[config.mk]
export PLATFORM = sky130hd
export DESIGN_NAME = sol_cell
export DESIGN_NICKNAME = d
export VERILOG_FILES = /design/src/hdl/sol_pkg.sv /design/src/hdl/sol_cell.sv
export SDC_FILE = /design/constraint.sdc
export NUM_CORES = 1
export LEC_CHECK = 0
export ABC_AREA = 1
export CORE_MARGIN = 2
export CORE_UTILIZATION = 50
export CTS_CLUSTER_DIAMETER = 60
export DETAILED_ROUTE_END_ITERATION = 10
export DONT_BUFFER_PORTS = 1
export HOLD_SLACK_MARGIN = 0.12
export PLACE_DENSITY = 0.77
export SYNTH_ARGS = -nofsm -noshare
export SYNTH_HDL_FRONTEND = slang
export SYNTH_SLANG_ARGS = --single-unit
[constraint.sdc]
create_clock -name clk -period 3.7 [get_ports clk]
set_input_delay 0.37 -clock clk [delete_from_list [all_inputs] [get_ports clk]]
set_output_delay 0.37 -clock clk [all_outputs]
set_load 0.05 [all_outputs]
[src/hdl/sol_pkg.sv]
// Shared types and constants for the sorted list block.
package sol_pkg;

    localparam int CAPACITY = 128;
    localparam int DATA_W   = 32;
    localparam int IDX_W    = $clog2(CAPACITY);
    localparam int CNT_W    = $clog2(CAPACITY + 1);
    localparam int POS_W    = 8;
    localparam int STAT_W   = 2;

    typedef logic signed [DATA_W-1:0] data_t;
    typedef logic [IDX_W-1:0]         idx_t;
    typedef logic [CNT_W-1:0]         cnt_t;

    typedef enum logic [STAT_W-1:0] {
        STATUS_DONE    = 2'd0,
        STATUS_FULL    = 2'd1,
        STATUS_MISSING = 2'd2
    } status_t;

    typedef enum logic {
        OP_INSERT = 1'b0,
        OP_DELETE = 1'b1
    } op_t;

    // Command broadcast from the controller to every cell of the row.
    typedef struct packed {
        logic cmp;
        logic ins;
        logic del;
    } cell_ctl_t;

endpackage

[src/hdl/sol_cell.sv]
// One storage cell of the sorted row: holds an entry, compares it and shifts.
module sol_cell import sol_pkg::*;
(
    input  logic      clk,
    input  logic      rst_n,
    input  cell_ctl_t ctl,
    input  data_t     key,
    input  data_t     left_value,
    input  logic      left_valid,
    input  logic      left_gt,
    input  data_t     right_value,
    input  logic      right_valid,
    output data_t     value,
    output logic      valid,
    output logic      gt,
    output logic      ge,
    output logic      eq
);

    data_t value_reg, value_next;
    logic  valid_reg, valid_next;
    logic  gt_reg, gt_next;
    logic  ge_reg, ge_next;
    logic  eq_reg, eq_next;

    // An empty cell counts as greater than any key, so the flags stay monotone.
    always_comb
    begin
        gt_next = gt_reg;
        ge_next = ge_reg;
        eq_next = eq_reg;
        if (ctl.cmp)
        begin
            gt_next = !valid_reg || (value_reg > key);
            ge_next = !valid_reg || (value_reg >= key);
            eq_next = valid_reg && (value_reg == key);
        end
    end

    always_comb
    begin
        value_next = value_reg;
        valid_next = valid_reg;
        if (ctl.ins && gt_reg)
        begin
            if (left_gt)
            begin
                value_next = left_value;
                valid_next = left_valid;
            end
            else
            begin
                value_next = key;
                valid_next = 1'b1;
            end
        end
        else if (ctl.del && ge_reg)
        begin
            value_next = right_value;
            valid_next = right_valid;
        end
    end

    always_ff @(posedge clk or negedge rst_n)
    begin
        if (!rst_n)
        begin
            valid_reg <= 1'b0;
            gt_reg    <= 1'b0;
            ge_reg    <= 1'b0;
            eq_reg    <= 1'b0;
        end
        else
        begin
            valid_reg <= valid_next;
            gt_reg    <= gt_next;
            ge_reg    <= ge_next;
            eq_reg    <= eq_next;
        end
    end

    always_ff @(posedge clk)
    begin
        value_reg <= value_next;
    end

    assign value = value_reg;
    assign valid = valid_reg;
    assign gt    = gt_reg;
    assign ge    = ge_reg;
    assign eq    = eq_reg;

endmodule
==> qor.csv <==
metric,value,unit
top post-synthesis cells by area,"edfxtp_1 (35%), ha_1 (15%), a21oi_1 (14%)",
largest net degree at the start of global routing,37,
"CTS clk-pin slew, worst paths",0.07,ns
Worst Skew,0.004678,ns
dpl ws,1.297,ns
Post-DRT Antenna Nets,0,
Max IR drop VDD,394.6,µV
Max clock buf depth,2,
Vias,2298,
Top-Level Pins,140,
GPL Wtd Cong,0.7347,
PortBufs,0,
Syn Area/Cell,7.762,µm²
CP Launch Point,gt,
Worst-Margin Slew,1.047,ns
max-slew violation count,0,
drt first pass iters,5,
Inserted Diodes,0,
CTS buffer count,5,
leakage,0.001347,µW
Critical Path Sink Type,flip-flop,
syn nets,485,
max FFs per register,32,
synthesized area,0.002709,mm²
hold-fix buffers at CTS,1,
Period minus WS final,2.385,ns
fin area,0.002863,mm²
clock power share,13.0,%
CP required,3.73,ns
Switch Pwr,1140,µW
Yosys cell types,25,
initial antenna violation count,0,
clk root buf,clkbuf_8,
core area,0.005172,mm²
"Arr. time, crit path",2.41,ns
htree depth,2,
Ys Warns,0,
Placed Area,0.002763,mm²
slew margin rel.,30.13,%
share of the synthesized area in the top cell type,35.47,%
setup_tns,0,ns
Crit Path Class,flip-flop to flip-flop,
Comb pwr share,29.6,%
Die Area,0.006023,mm²
Detail Placement HPWL,4.798,mm
Die Wd,77.61,µm
1st-iter DRT viols,92,
R2R depth,4,
vias per cell,5.511,
Post-Syn Instances,349,
num rows,26,
Final Hold Fails,0,
R2R setup slack,1.31,ns
final wirelength,6.210,mm
All-Layer GR Usage,21.01,%
pwr dens,762.9,mW/mm²
WL/cell,14.89,µm
RR Startpoint,gt,
Area Overhead vs Synth,5.681,%
sequential area share after synthesis,39.17,%
post-layout net count,482,
Clock Latency Late Sink,0.28,ns
first-pass GRT wire length,10.20,mm
CTS tree,yes,
Clock Sinks,36,
height of the die,77.61,µm
Flop pwr share,57.4,%
Yosys reg bits,36,
Max Freq,419.2,MHz
Hold Slack,0.2495,ns
outcome,completed,
total of max-cap violations,0,
drc violations,0,
Worst Setup EP,value[11],
crit start category,flip-flop,
vias in the first global route,2240,
number of setup violations in the final report,0,
share of cells above drive strength 1,6.340,%
Int Power,1044,µW
# Post-CTS Setup Buffers,0,
setup ws final,1.315,ns
sw frac,52.19,%
Final period util,64.47,%
worst min path class,input port to flip-flop,
CP max FO,36,
post-cts resize count,0,
RSZ-0062 raised after global routing,false,
effective utilization at floorplan,52.37,%
R2R Path End,value[11],
gr ovfl total,0,
cell taking the most area after synthesis,edfxtp_1,
==> area by class of cell <==
class | instances | area [µm²]
clock buffers | 8 | 90.09
fillers | 499 | 2310
inverters | 46 | 172.7
multi-input cells | 254 | 1426
flip-flops and latches | 36 | 1061
well taps | 70 | 87.58
repair buffers | 3 | 25.02
==> cell usage in the layout (no fill, tap or decap) <==
master,instances
o31ai_1,1
nand2_2,6
nor4_4,1
a21oi_2,2
nand4_1,1
ha_1,32
o21a_1,1
a21o_1,1
dfrtp_1,4
edfxtp_1,32
nor3_1,1
nor2_4,1
clkbuf_8,6
inv_1,45
nand3_1,7
or2_2,1
nand2_1,72
a21oi_1,77
dlygate4sd3_1,1
o21a_2,1
o21ai_0,4
nor2_1,43
clkbuf_1,2
clkinv_1,1
nor2_2,1
buf_4,2
nand2_4,1
==> cell families (layout without fill, tap and decap cells) <==
logic type                 after synthesis  after routing  synth area share, %
and+or+nand+nor                        135            135                21.11
AOI/OAI and AO/OA                       87             87                16.77
buffers and inverters                   59             57                8.175
DFF                                     36             36                39.17
adders and majority gates               32             32                14.78
==> per-layer routing <==
layer  track usage [%]  up-vias  share of wire (%)
li1                  -     1147                  -
met1             24.83     1038                 41
met2             36.38      102                 50
met3             6.047       11                8.1
met4             7.143        0                1.5
met5                 0        -                  0
==> stage by stage <==
| step | instances | total power [µW] | utilization (%) |
|---|---|---|---|
| 2_1_floorplan | 349 | 1742 | - |
| 3_3_place_gp | 408 | 1876 | 53.41 |
| 3_5_place_dp | 408 | 1914 | 53.41 |
| 4_1_cts | 417 | 2203 | 55.35 |
| 5_1_grt | 417 | 2346 | 55.35 |
| 6_report | 417 | 2184 | 55.35 |
==> worst max-delay path, stage by stage, from the launching register on <==
cell and delay (ns):
dfrtp_1 0.57, nand2_1 0.13, buf_4 0.37, nand2_1 0.60, buf_4 0.44
==> power groups by stage <==
| stage | registers, µW | clock network, µW | logic [µW] |
|---|---|---|---|
| after floorplan | 1220 | 0 | 519 |
| after detailed placement | 1260 | 0 | 652 |
| final | 1250 | 285 | 646 |
| after CTS | 1250 | 293 | 655 |
| after global placement | 1260 | 0 | 620 |
| after global routing | 1270 | 315 | 765 |
==> cell usage after synthesis, drive strengths merged <==
| cell | n |
|---|---|
| nor3 | 1 |
| o31ai | 1 |
| nor4 | 1 |
| nand2 | 79 |
| a21o | 1 |
| edfxtp | 32 |
| nand3 | 7 |
| ha | 32 |
| clkinv | 1 |
| nand4 | 1 |
| nor2 | 45 |
| clkbuf | 9 |
| o21a | 2 |
| inv | 45 |
| o21ai | 4 |
| or2 | 1 |
| dfrtp | 4 |
| buf | 4 |
| a21oi | 79 |
==> how the worst min path moves through the flow <==
| stage | startpoint | to | slack [ns] | cells after the start |
|---|---|---|---|---|
| floorplan | rst_n | eq | 0.07 | 0 |
| global placement | rst_n | eq | 0.07 | 0 |
| detailed placement | rst_n | gt | 0.07 | 0 |
| CTS | ctl[2] | eq | 0.24 | 3 |
| global route | ctl[2] | eq | 0.24 | 3 |
| finish | ctl[2] | eq | 0.25 | 3 |
(Power assumes the default switching activity.)
